`config.mk`:
```
export PLATFORM = sky130hd
export DESIGN_NAME = mood_hold_stabilizer
export DESIGN_NICKNAME = d
export VERILOG_FILES = /design/src/sv/mhs_pkg.sv /design/src/sv/mhs_update.sv /design/src/sv/mood_hold_stabilizer.sv
export SDC_FILE = /design/constraint.sdc
export NUM_CORES = 1
export LEC_CHECK = 0
export ABC_AREA = 1
export BUFFER_PORTS_ARGS = -buffer_cell sky130_fd_sc_hd__buf_2
export CORE_ASPECT_RATIO = 0.7
export CORE_MARGIN = 4
export CORE_UTILIZATION = 55
export DETAILED_ROUTE_END_ITERATION = 7
export GPL_ROUTABILITY_DRIVEN = 0
export GPL_TIMING_DRIVEN = 0
export PLACE_DENSITY = 0.71
export SKIP_LAST_GASP = 1
export SYNTH_ARGS = -nofsm -noshare
export SYNTH_HDL_FRONTEND = slang
export SYNTH_SLANG_ARGS = --single-unit
```
`constraint.sdc`:
```
create_clock -name clk -period 5.6 [get_ports clk]
set_clock_uncertainty 0.05 [all_clocks]
set_input_delay 0.56 -clock clk [delete_from_list [all_inputs] [get_ports clk]]
set_output_delay 0.56 -clock clk [all_outputs]
set_load 0.02 [all_outputs]
```
`src/sv/mhs_pkg.sv`:
```
// ----------------------------------------------------------------------------
// mhs_pkg: shared types and constants for the mood hold stabilizer
// Mood codes, register indexes, reset values and the item, state, config and
// result records passed between the top level and the update logic.
// ----------------------------------------------------------------------------
package mhs_pkg;

    localparam int TIME_W = 48;
    localparam int TAG_W  = 32;
    localparam int MOOD_W = 4;
    localparam int CFG_W  = 16;
    localparam int HOLD_W = 17;
    localparam int IDX_W  = 2;

    // Mood codes
    localparam logic [MOOD_W-1:0] MOOD_IDLE     = 4'd0;
    localparam logic [MOOD_W-1:0] MOOD_THINKING = 4'd1;
    localparam logic [MOOD_W-1:0] MOOD_WORKING  = 4'd2;
    localparam logic [MOOD_W-1:0] MOOD_DONE     = 4'd3;
    localparam logic [MOOD_W-1:0] MOOD_BLOCKED  = 4'd4;

    // Configuration register indexes
    localparam logic [IDX_W-1:0] REG_ACTIVITY_DWELL = 2'd0;
    localparam logic [IDX_W-1:0] REG_DONE_HOLD      = 2'd1;
    localparam logic [IDX_W-1:0] REG_BLOCKED_HOLD   = 2'd2;

    // Configuration reset values
    localparam logic [CFG_W-1:0] ACTIVITY_DWELL_RESET = 16'd450;
    localparam logic [CFG_W-1:0] DONE_HOLD_RESET      = 16'd2400;
    localparam logic [CFG_W-1:0] BLOCKED_HOLD_RESET   = 16'd6000;

    // No hold pending
    localparam logic signed [HOLD_W-1:0] HOLD_NONE = -17'sd1;

    typedef struct packed {
        logic [TIME_W-1:0] time_ms;
        logic [TAG_W-1:0]  moment_tag;
        logic [MOOD_W-1:0] raw_mood;
    } item_t;

    typedef struct packed {
        logic                     seen_any;
        logic [TAG_W-1:0]         last_played_tag;
        logic [TIME_W-1:0]        oneshot_deadline;
        logic                     oneshot_active;
        logic [MOOD_W-1:0]        current_mood;
        logic [TIME_W-1:0]        shown_since;
        logic                     shown_valid;
    } state_t;

    typedef struct packed {
        logic [CFG_W-1:0] min_dwell;
        logic [CFG_W-1:0] done_hold;
        logic [CFG_W-1:0] blocked_hold;
    } cfg_t;

    typedef struct packed {
        logic [MOOD_W-1:0]        shown_mood;
        logic signed [HOLD_W-1:0] hold_remaining_ms;
    } result_t;

    function automatic logic is_busy_mood(input logic [MOOD_W-1:0] mood);
        is_busy_mood = (mood == MOOD_THINKING) || (mood == MOOD_WORKING);
    endfunction

endpackage

```
`src/sv/mhs_update.sv`:
```
// ----------------------------------------------------------------------------
// mhs_update: next-state and result logic for one update
// Pure combinational step: takes the held item, current state and
// configuration, returns the next state and the result.
// ----------------------------------------------------------------------------
module mhs_update
    import mhs_pkg::*;
(
    input  item_t   item,
    input  state_t  state,
    input  cfg_t    cfg,
    output state_t  state_next,
    output result_t result
);

    logic                is_oneshot;
    logic                play;
    logic [CFG_W-1:0]    hold_sel;
    logic [TIME_W:0]     end_sum;
    logic                end_sat;
    logic [TIME_W-1:0]   end_time;
    logic [TIME_W-1:0]   left_play;
    logic [TIME_W-1:0]   left_old;
    logic [TIME_W-1:0]   left_raw;
    logic [CFG_W-1:0]    left;
    logic                keep_play;
    logic                keep_old;
    logic                keep;
    logic [TIME_W:0]     elapsed_diff;
    logic [TIME_W-1:0]   elapsed;
    logic                dwell_case;
    logic                dwell_wait;
    logic [CFG_W-1:0]    dwell_left;

    assign is_oneshot = (item.raw_mood == MOOD_DONE) || (item.raw_mood == MOOD_BLOCKED);
    assign play       = is_oneshot && state.seen_any
                        && (item.moment_tag != state.last_played_tag);

    // Deadline for a newly played moment, saturated at the top of the time range
    assign hold_sel  = (item.raw_mood == MOOD_DONE) ? cfg.done_hold : cfg.blocked_hold;
    assign end_sum   = {1'b0, item.time_ms} + {{(TIME_W+1-CFG_W){1'b0}}, hold_sel};
    assign end_sat   = end_sum[TIME_W];
    assign end_time  = end_sat ? {TIME_W{1'b1}} : end_sum[TIME_W-1:0];
    // Remaining time on a new deadline, without going through the adder
    assign left_play = end_sat ? ~item.time_ms
                               : {{(TIME_W-CFG_W){1'b0}}, hold_sel};
    assign keep_play = (left_play != '0);

    assign left_old  = state.oneshot_deadline - item.time_ms;
    assign keep_old  = (state.current_mood == item.raw_mood) && state.oneshot_active
                       && (item.time_ms < state.oneshot_deadline);

    assign keep      = is_oneshot && (play ? keep_play : keep_old);
    assign left_raw  = play ? left_play : left_old;
    assign left      = (left_raw[TIME_W-1:CFG_W] != '0) ? {CFG_W{1'b1}}
                                                        : left_raw[CFG_W-1:0];

    // Activity dwell: time running backwards counts as no time elapsed
    assign elapsed_diff = {1'b0, item.time_ms} - {1'b0, state.shown_since};
    assign elapsed      = elapsed_diff[TIME_W] ? '0 : elapsed_diff[TIME_W-1:0];
    assign dwell_case   = (item.raw_mood != state.current_mood) && state.shown_valid
                          && is_busy_mood(state.current_mood)
                          && (is_busy_mood(item.raw_mood) || (item.raw_mood == MOOD_IDLE));
    assign dwell_wait   = dwell_case && (elapsed[TIME_W-1:CFG_W] == '0)
                          && (cfg.min_dwell > elapsed[CFG_W-1:0]);
    assign dwell_left   = cfg.min_dwell - elapsed[CFG_W-1:0];

    always_comb
    begin
        state_next          = state;
        state_next.seen_any = 1'b1;
        result.hold_remaining_ms = HOLD_NONE;

        if (is_oneshot)
        begin
            // Unplayed or first-seen tags are recorded either way
            state_next.last_played_tag = item.moment_tag;
            if (play)
            begin
                state_next.oneshot_active   = 1'b1;
                state_next.oneshot_deadline = end_time;
                if (!(state_next.current_mood == item.raw_mood && state_next.shown_valid))
                begin
                    state_next.current_mood = item.raw_mood;
                    state_next.shown_since  = item.time_ms;
                    state_next.shown_valid  = 1'b1;
                end
            end
            if (keep)
            begin
                result.hold_remaining_ms = signed'({1'b0, left});
            end
            else
            begin
                state_next.oneshot_deadline = '0;
                state_next.oneshot_active   = 1'b0;
                if (!(state_next.current_mood == MOOD_IDLE && state_next.shown_valid))
                begin
                    state_next.current_mood = MOOD_IDLE;
                    state_next.shown_since  = item.time_ms;
                    state_next.shown_valid  = 1'b1;
                end
            end
        end
        else
        begin
            state_next.oneshot_deadline = '0;
            state_next.oneshot_active   = 1'b0;
            if (dwell_wait)
            begin
                result.hold_remaining_ms = signed'({1'b0, dwell_left});
            end
            else if (!(state.current_mood == item.raw_mood && state.shown_valid))
            begin
                state_next.current_mood = item.raw_mood;
                state_next.shown_since  = item.time_ms;
                state_next.shown_valid  = 1'b1;
            end
        end

        result.shown_mood = state_next.current_mood;
    end

endmodule

```
`src/sv/mood_hold_stabilizer.sv`:
```
// ----------------------------------------------------------------------------
// mood_hold_stabilizer: steadies the displayed mood of a face animation
// A taken update waits in the input register, its result in the result register.
// Throughput: one update per cycle unless the result stream stalls.
// Reset (rst_n low, asynchronous): state cleared, mood idle, registers back to
// 450 / 2400 / 6000 ms, both stream stages emptied. No clearing pass.
// ----------------------------------------------------------------------------
module mood_hold_stabilizer
    import mhs_pkg::*;
(
    input  logic                clk,
    input  logic                rst_n,

    // Update stream
    input  logic                s_axis_tvalid,
    output logic                s_axis_tready,
    input  logic [87:0]         s_axis_tdata,   // raw_mood[3:0], moment_tag[35:4],
                                                // time_ms[83:36], zero pad[87:84]

    // Result stream
    output logic                m_axis_tvalid,
    input  logic                m_axis_tready,
    output logic [23:0]         m_axis_tdata,   // hold_remaining_ms[16:0],
                                                // shown_mood[20:17], zero pad[23:21]

    // Configuration write port
    input  logic                cfg_we,
    input  logic [IDX_W-1:0]    cfg_index,
    input  logic [CFG_W-1:0]    cfg_data
);

    // Input register: holds the taken update while the logic works on it
    logic    in_valid_reg;
    item_t   item_reg;

    // Result register: parts the two stream sides
    logic    out_valid_reg;
    result_t result_reg;

    state_t  state_reg;
    state_t  state_next;
    cfg_t    cfg_reg;
    result_t result_next;
    logic    advance;

    // The result register frees up when empty or drained this cycle; the input
    // register refills in the same cycle it hands over, so an update per cycle.
    assign advance       = !out_valid_reg || m_axis_tready;
    assign s_axis_tready = !in_valid_reg || advance;

    assign m_axis_tvalid = out_valid_reg;
    assign m_axis_tdata  = {3'b000, result_reg.shown_mood, result_reg.hold_remaining_ms};

    // Stream handshake control
    always_ff @(posedge clk or negedge rst_n)
    begin
        if (!rst_n)
        begin
            in_valid_reg  <= 1'b0;
            out_valid_reg <= 1'b0;
        end
        else
        begin
            if (s_axis_tready)
            begin
                in_valid_reg <= s_axis_tvalid;
            end
            if (advance)
            begin
                out_valid_reg <= in_valid_reg;
            end
        end
    end

    // Payload registers: capture on transaction, advance on hand-over
    always_ff @(posedge clk)
    begin
        if (s_axis_tvalid && s_axis_tready)
        begin
            item_reg.raw_mood   <= s_axis_tdata[3:0];
            item_reg.moment_tag <= s_axis_tdata[35:4];
            item_reg.time_ms    <= s_axis_tdata[83:36];
        end
        if (in_valid_reg && advance)
        begin
            result_reg <= result_next;
        end
    end

    // Mood state: commit only when the update leaves for the result register
    always_ff @(posedge clk or negedge rst_n)
    begin
        if (!rst_n)
        begin
            state_reg.seen_any         <= 1'b0;
            state_reg.last_played_tag  <= '0;
            state_reg.oneshot_deadline <= '0;
            state_reg.oneshot_active   <= 1'b0;
            state_reg.current_mood     <= MOOD_IDLE;
            state_reg.shown_since      <= '0;
            state_reg.shown_valid      <= 1'b0;
        end
        else if (in_valid_reg && advance)
        begin
            state_reg <= state_next;
        end
    end

    // Configuration registers; unknown indexes drop the write
    always_ff @(posedge clk or negedge rst_n)
    begin
        if (!rst_n)
        begin
            cfg_reg.min_dwell    <= ACTIVITY_DWELL_RESET;
            cfg_reg.done_hold    <= DONE_HOLD_RESET;
            cfg_reg.blocked_hold <= BLOCKED_HOLD_RESET;
        end
        else if (cfg_we)
        begin
            case (cfg_index)
                REG_ACTIVITY_DWELL: cfg_reg.min_dwell    <= cfg_data;
                REG_DONE_HOLD:      cfg_reg.done_hold    <= cfg_data;
                REG_BLOCKED_HOLD:   cfg_reg.blocked_hold <= cfg_data;
                default:            ;
            endcase
        end
    end

    mhs_update u_update (
        .item       (item_reg),
        .state      (state_reg),
        .cfg        (cfg_reg),
        .state_next (state_next),
        .result     (result_next)
    );

    // A running one-shot always belongs to a shown done or blocked mood
    assert property (@(posedge clk) disable iff (!rst_n)
        state_reg.oneshot_active |->
            (state_reg.current_mood == MOOD_DONE || state_reg.current_mood == MOOD_BLOCKED))
        else $error("one-shot active while mood is not done or blocked");

    // The deadline is cleared whenever no one-shot runs
    assert property (@(posedge clk) disable iff (!rst_n)
        !state_reg.oneshot_active |-> (state_reg.oneshot_deadline == '0))
        else $error("stale one-shot deadline");

    // Nothing has been shown yet means the mood is still idle
    assert property (@(posedge clk) disable iff (!rst_n)
        !state_reg.shown_valid |-> (state_reg.current_mood == MOOD_IDLE))
        else $error("mood changed without being marked shown");

    // Every processed update marks the first update as seen
    assert property (@(posedge clk) disable iff (!rst_n)
        (in_valid_reg && advance) |=> state_reg.seen_any)
        else $error("seen flag not set after an update");

    // A processed update always lands in the result register
    assert property (@(posedge clk) disable iff (!rst_n)
        (in_valid_reg && advance) |=> out_valid_reg)
        else $error("update lost between input and result register");

endmodule
```
Yosys cells after proc, flatten, opt, wreduce, memory -nomap -nowiden:

Cells that the tools add are included.

* logic and storage cells: 88
* input bits: 111
* register bits: 290

* reduce and logical (&&, ||, !) cells: 34
* $lt $le $gt $ge: 2
* mux-type cells: 17
* equality and inequality tests: 13
* bitwise logic cells: 1
* add/sub/neg operators: 4

Operators by type and width (number)
* $mux 102: 4
* $mux 48: 4
* $mux 53: 3
* $mux 17: 3
* $add 48x16->49: 1
* $sub 48x48->49: 1
* $lt 48x48->1: 1
* $not 48->48: 1
* $reduce_bool 48->1: 1
* $sub 48x48->48: 1
* $logic_not 32->1: 1
* $mux 16: 2
* $ne 32x32->1: 1
* $reduce_bool 32->1: 1
* $gt 16x16->1: 1
* $sub 16x16->16: 1
* $logic_and 1x1->1: 14
* $eq 4x2->1 const B: 3
* $reduce_and 2->1: 6
* $eq 4x1->1 const B: 2
* $logic_not 4->1: 2
* $logic_or 1x1->1: 6
* $eq 4x3->1 const B: 1
* $eq 4x4->1: 1
* 8 further kinds: 9

Longest topological paths before layout:

Gate-level depths: netlist (run 1).

* depth after elaboration: 11
* depth in mapped cells: 32
* gate-level depth less buffers: 29

By module:

Synthesis (run 1) repeated with hierarchy kept, for this count alone.

* cells, all modules: 4469
* area, all modules: 27627.7 sq um

Modules (own cells, without submodules)
* mhs_update: cells each 3550, area an instance 16922.5 sq um, times used 1, seq. area each 0.0 sq um
* mood_hold_stabilizer: cells each 919, area an instance 10705.3 sq um, times used 1, seq. area each 7801.2 sq um

Worst setup path after synthesis (run 1):

OpenSTA, ideal clock, no wires.

* path kind: register -> register
* start point: register item_reg[36] (netlist bit)
* end point: register result_reg, in the netlist m_axis_tdata[10] (data pin)
* data required time: 5.301 ns
* data arrival time: 4.439 ns
* setup time: 0.249 ns
* cell stages (with the launch flop): 32
* buffers on the path: 2
* slack: 0.862 ns
* cells stage by stage: edfxtp_1 inv_1 ha_1 inv_1 fa_1 nand3_1 nand3_2 nand2_1 nand2_1 nand2_1 nand2_1 nand3_1 nand3_4 buf_2 nand2_1 inv_1 ha_1 fa_1 nand3b_1 nand2_1 inv_1 o21bai_1 a31oi_1 o21ai_0 nand2_1 a21oi_1 nand3_2 clkinv_1 buf_2 nand2_1 nand2_1 inv_1

RTL lines
* start: declaration: RTL line mood_hold_stabilizer.sv:34 `item_t item_reg;`
* end signal: assignment: RTL line mood_hold_stabilizer.sv:86 `result_reg <= result_next;`
* end: declaration: RTL line mood_hold_stabilizer.sv:38 `result_t result_reg;`

Final worst setup path (run 1):

* start point: register item_reg[36] (netlist bit)
* end point: register state_reg[26] (netlist bit)

* cells in the longest elaborated chain, start to end: 7
* elaborated cells on any way between the ends: 18
* those cells by class: add/sub (2); order compare (2); eq/ne (1); mux (5); bitwise (1); reduce/logical (7)

RTL lines
* branches (longest 7 deep; another with $sub 48x48->49)
* end signal: assignment: RTL line mood_hold_stabilizer.sv:105 `state_reg <= state_next;`
* end: declaration: RTL line mood_hold_stabilizer.sv:40 `state_t state_reg;`

Several ways; the timed one is not identified.
A chain may end at the register's enable or synchronous reset.

==> run metrics, run 1 <==
Fillers 4572; Setup violations, final 0; Multi-input gate area about 15000 um^2; synth cell count leaders 1528 x nand2_1, 531 x inv_1, 329 x nor2_1, 318 x nand3_1, 277 x o21ai_0; Chip Height roughly 190 um; final hold violations 0; max reg flops approximately 140; Via Count around 28000; share of the synthesized area in the top cell type between 20% and 30%; Worst setup SP type flip-flop; Yosys cell types 52; Syn Std Cell Area roughly 26000 um^2; Hold Crit Class input port to flip-flop; CTS Buffer Depth 3; Die W approximately 270 um; register area share after synthesis 30.3%; Top FF cell, synth dfrtp_1; worst skew pair latency a little under 600 ps; Clock Pin Slew Worst Setup and Hold Paths approximately 70 ps; pin count of the biggest net entering global routing between 100 and 150; CP dominant cell by count nand2_1; Synth area leader nand2_1; via-per-instance ratio 5.70; vias in the first global route 24900; CP max stage cell o311ai_2; hold_ws between 100 and 150 ps; Fmax achieved 185 MHz; Post-synth EDFFs approximately 110; core footprint between 40000 and 50000 um^2; final WL between 90000 and 100000 um; outcome finished, final reports clean; ranking of synthesized cells by area nand2_1 22%, dfrtp_1 17%, edfxtp_1 12%; first-pass GRT wire length roughly 140000 um; Final period util a little over nine tenths; final core utilization 61.3%; grt total ovfl 0; Syn Inst Count 4080; routed len/inst about 19 um; Initial Util a little under three fifths; Die ar. between 50000 and 60000 um^2; Max VDD drop 0.000302 V; drt initial violations roughly 3600; dpl cells a little under 5000; DPL Wire Length around 75000 um; Site Rows 66; final setup margin around 200 ps; area grow syn2layout 10.3%; DRC Markers 0; flops & latches, synth 290; Non-Filler Instances slightly below 5000; DRT Pass-1 Iters 8; H-tree levels 1; Synth Area per Inst approximately 6.3 um^2; count of pins over their slew limit 0; Register Area a little under 8000 um^2; total track usage 36.2%; Final nets ~4500; crit-path max FO 10; Place WS -1310 ps; io pins about 140; yosys warns 0; PortBufs approximately 130; clock sinks 290; initial antenna violation count 0; Worst setup EP type flip-flop; post-layout power between 10 and 15 mW; CP arrival between 5000 and 6000 ps; Tmin final 5400 ps; Leak 14.7 nW; relative slew slack 31.5%; Worst-Margin Slew between 1000 and 1500 ps; post-route antenna net violation count 0; Worst Path Required around 6100 ps; TritonCTS buffer count 29; fraction of layout cells with a size suffix above 1 under 10%; most common cell in the netlist nand2_1; CTS tree done; PwrDens between 300 and 400 nW/um^2; max cap viols 0; Crit Path Class flip-flop to flip-flop; Async SR Flop Fraction 63.8%; CP peak stage delay roughly 460 ps; root buf cell clkbuf_16
[critical path: cells and delay by family (launching register included)]
| kind | cells | cell delay, ps |
|---|---|---|
| DFF | 1 | 330 |
| and+or+nand+nor | 16 | 2310 |
| buffers and inverters | 7 | 1210 |
| adders and majority gates | 3 | 870 |
| AOI/OAI and AO/OA | 2 | 550 |
[cells in the final DEF, fill, tap and decap left out, types with 8 or more instances in the layout]
master     count
dfstp_2       15
nand3_1      318
nand4_1       44
buf_4         24
nor3_1        55
nor4_1        14
or2_2         11
clkbuf_16     29
a21oi_1      162
dfrtp_1      170
o21bai_1      14
o21ai_0      275
clkbuf_1      65
o21ai_1       11
nand2_1     1526
o21a_1        14
edfxtp_1     105
buf_2        163
nand2_2        8
nand3b_1      16
inv_2          8
nor2_1       328
xor2_1        77
inv_1        529
ha_1         127
xnor2_1       26
a21boi_0       8
mux2_2        30
[metal layers]
layer / routed length [um] / GRT usage (%)
met2: 35700 / 49.3
met1: 40000 / 54.4
met3: 15100 / 13.2
met4: 2750 / 8.22
met5: 0 / 0
[cells by family (layout without fill, tap and decap cells)]
kind of cell | Yosys count | count (layout) | synth area share, %
and+or+nand+nor | 2343 | 2343 | 37.4
buffers and inverters | 663 | 863 | 10.1
AOI/OAI and AO/OA | 518 | 518 | 10.8
DFF | 290 | 290 | 30.3
adders and majority gates | 132 | 132 | 6.53
xor gates and xnor gates | 103 | 103 | 3.51
muxes | 30 | 30 | 1.31
other | 1 | 6 | 0.0146
[power breakdown]
group	internal, mW	switching [mW]
registers	2.61	0.343
clock network	1.07	0.882
logic	1.89	3.99
[final timing paths]
check,slack [ps],end,startpoint,cells after the start
max in group asynchronous,3940,state_reg[127],rst_n,3
worst min-delay path,100,item_reg[77],s_axis_tdata[77],1
worst max register to register,200,state_reg[26],item_reg[36],28
worst min register to register,440,state_reg[134],state_reg[134],2
worst max-delay path,200,state_reg[26],item_reg[36],28
min in group asynchronous,500,state_reg[101],rst_n,2
[stage by stage]
stage / TNS, ps / area [um^2]
after floorplan: 0 / 25700
after global placement: -80560 / 27200
after detailed placement: -83160 / 27200
after CTS: 0 / 28200
after global routing: -53.4 / 28400
final: 0 / 28400
[what timing repair did]
action / 4_1_cts / 5_1_grt
setup endpoints to repair: 70 / 112
pin swaps: 3 / 6
hold buffers: 1 / 0
buffers inserted: 5 / 11
gates resized for setup: 15 / 37
endpoints found under the hold margin: 71 / 0
[area by class of cell]
cell class	instances	share of cell area (%)
Sequential cell	290	27.5
Multi-Input combinational cell	3129	54.4
Inverter	541	7.17
Buffer	121	2.10
Antenna cell	3	0.0264
Tap cell	612	2.70
Clock inverter	14	0.445
Timing Repair Buffer	148	2.96
Clock buffer	39	2.76
Power figures use the tool's default switching activity.
==> run 2, diff against run 1 <==
--- a/config.mk
+++ b/config.mk
@@ -7,13 +7,15 @@
 export LEC_CHECK = 0
 export ABC_AREA = 1
 export BUFFER_PORTS_ARGS = -buffer_cell sky130_fd_sc_hd__buf_2
+export CELL_PAD_IN_SITES_DETAIL_PLACEMENT = 1
+export CELL_PAD_IN_SITES_GLOBAL_PLACEMENT = 2
 export CORE_ASPECT_RATIO = 0.7
 export CORE_MARGIN = 4
-export CORE_UTILIZATION = 55
+export CORE_UTILIZATION = 35
 export DETAILED_ROUTE_END_ITERATION = 7
 export GPL_ROUTABILITY_DRIVEN = 0
 export GPL_TIMING_DRIVEN = 0
-export PLACE_DENSITY = 0.71
+export PLACE_DENSITY = 0.81
 export SKIP_LAST_GASP = 1
 export SYNTH_ARGS = -nofsm -noshare
 export SYNTH_HDL_FRONTEND = slang
==> run metrics, run 2 (synthesis results as in run 1) <==
met2 WL 47700 um (was 35700 um); DRC Markers 0 (unchanged); RSZ-0062 raised after global routing true; routed len/inst 22.3 um (was 19.1 um); Worst-Margin Slew 1200 ps (was 1020 ps); total track usage 29.1% (was 36.2%); met1 wire length 59100 um (was 40000 um); Chip Height 235 um (was 189 um); final hold violations 0 (unchanged); Die W 332 um (was 267 um); Worst setup EP type flip-flop (unchanged); io pins 137 (unchanged); count of pins over their slew limit 0 (unchanged); Via Count 28200 (was 27900); Worst Path Required 6080 ps (was 6070 ps); Clock Pin Slew Worst Setup and Hold Paths 70 ps (about the same); relative slew slack 19.7% (was 31.5%); H-tree levels 2 (was 1); WL met3 9150 um (was 15100 um); DPL Wire Length 96000 um (was 74700 um); pin count of the biggest net entering global routing 102 (was 115); Initial Util 35.6% (was 55.5%); CP arrival 5870 ps (about the same); clock sinks 290 (unchanged); max cap viols 0 (unchanged); final WL 118000 um (was 93500 um); outcome finished, final reports clean (unchanged); CP peak stage delay 480 ps (was 460 ps); Final nets 4540 (was 4503); fraction of layout cells with a size suffix above 1 9.80% (was 8.20%); Die ar. 78000 um^2 (was 50400 um^2); Site Rows 82 (was 66); Fmax achieved 185 MHz (about the same); post-layout power 11.5 mW (was 10.8 mW); post-route antenna net violation count 0 (unchanged); Max VDD drop 0.000234 V (was 0.000302 V); core footprint 72200 um^2 (was 46300 um^2); PwrDens 388 nW/um^2 (was 381 nW/um^2); final core utilization 40.9% (was 61.3%); DRT Pass-1 Iters 6 (was 8); max reg flops 135 (unchanged); Tmin final 5390 ps (was 5400 ps); first-pass GRT wire length 175000 um (was 143000 um); Hold Crit Class input port to flip-flop (unchanged); Worst setup SP type flip-flop (unchanged); Leak 15.0 nW (was 14.7 nW); PortBufs 129 (unchanged); Finished Cell Area 29500 um^2 (was 28400 um^2); Placed Area 27700 um^2 (was 27200 um^2); Setup violations, final 0 (unchanged); CTS Buffer Depth 3 (unchanged); Crit Path Class flip-flop to flip-flop (unchanged); CP dominant cell by count nand2_2 (was nand2_1); root buf cell clkbuf_16 (unchanged); drt initial violations 2785 (was 3553); via-per-instance ratio 5.33 (was 5.70); Final period util 96.3% (was 96.4%); initial antenna violation count 1 (was 0); TritonCTS buffer count 36 (was 29); area grow syn2layout 14.7% (was 10.3%); CTS tree done (unchanged); commonest non-fill, non-tap cell in the layout nand2_1 (unchanged); CP max stage cell edfxtp_1 (was o311ai_2); vias in the first global route 26800 (was 24900); crit-path max FO 10 (unchanged); top routing layer in use met5 (was met4); worst skew pair latency 590 ps (was 580 ps); commonest non-fill, non-tap cells in the layout 1520 x nand2_1, 529 x inv_1, 328 x nor2_1 (was 1526 x nand2_1, 529 x inv_1, 328 x nor2_1); grt total ovfl 0 (unchanged); Fillers 9632 (was 4572)
-- run 2: cell count changes in the layout (fill, tap and decap cells not counted), sizes merged --
cell / before / now
buf: 202 / 234
clkinvlp: 1 / 6
clkbuf: 105 / 109
diode: 3 / 1
clkinv: 11 / 12
inv: 541 / 542
-- run 2: final timing paths --
path	from	to	slack, ps	depth (start not counted)
max	item_reg[36]	state_reg[26]	210	31
min	s_axis_tdata[80]	item_reg[80]	90	1
max reg2reg	item_reg[36]	state_reg[26]	210	31
min reg2reg	cfg_reg[28]	cfg_reg[28]	430	2
max in group asynchronous	rst_n	state_reg[32]	3890	3
min in group asynchronous	rst_n	cfg_reg[34]	520	2
-- run 2: metal layers --
layer  global-route usage [%]  up-vias
li1                         -    13500
met1                     45.8    13800
met2                     41.7      884
met3                     4.95      108
met4                     4.96        2
met5                        0        -
-- run 2: worst max-delay path: cells and delay by family, from the launching register on --
family,cells,cell delay [ps]
AO/OA/AOI/OAI,4,770
adder cells (fa/ha/maj),4,1150
buffers and inverters,7,1190
flip-flops,1,480
AND/OR/NAND/NOR,16,1680
-- run 2: what timing repair did --
item,CTS,global route
hold buffers,1,0
gates resized for setup,50,45
hold endpoints to repair,69,0
pin swaps,5,3
cloned,0,0
buffers inserted,16,29
endpoints found under the setup margin,118,112
-- run 2: layout make-up --
type | count | area, um^2 | share of cell area [%]
diodes | 1 | 2.50 | 0.00848
plain buffers | 122 | 636 | 2.15
clock buffers | 45 | 955 | 3.23
clock inverters | 21 | 240 | 0.814
inverters | 541 | 2040 | 6.90
multi-input cells | 3129 | 15600 | 52.7
flip-flops and latches | 290 | 7800 | 26.4
well taps | 966 | 1210 | 4.09
repair buffers | 177 | 1080 | 3.67
-- run 2: per-stage QoR --
stage | instances | TNS [ps] | hold slack, ps | setup slack [ps]
final | 5292 | 0 | 88.4 | 206
after global routing | 5291 | -163 | 69.8 | -33.2
after CTS | 5262 | 0 | 58.0 | 18.7
after detailed placement | 5179 | -156800 | 424 | -2230
after global placement | 5177 | -145460 | 415 | -2070
after floorplan | 4082 | 0 | 214 | 862
-- run 2: where the power goes --
group	switching (mW)	internal (mW)	total, mW
sequential	0.322	2.62	2.94
combinational	4.12	1.98	6.11
clock	1.08	1.34	2.42
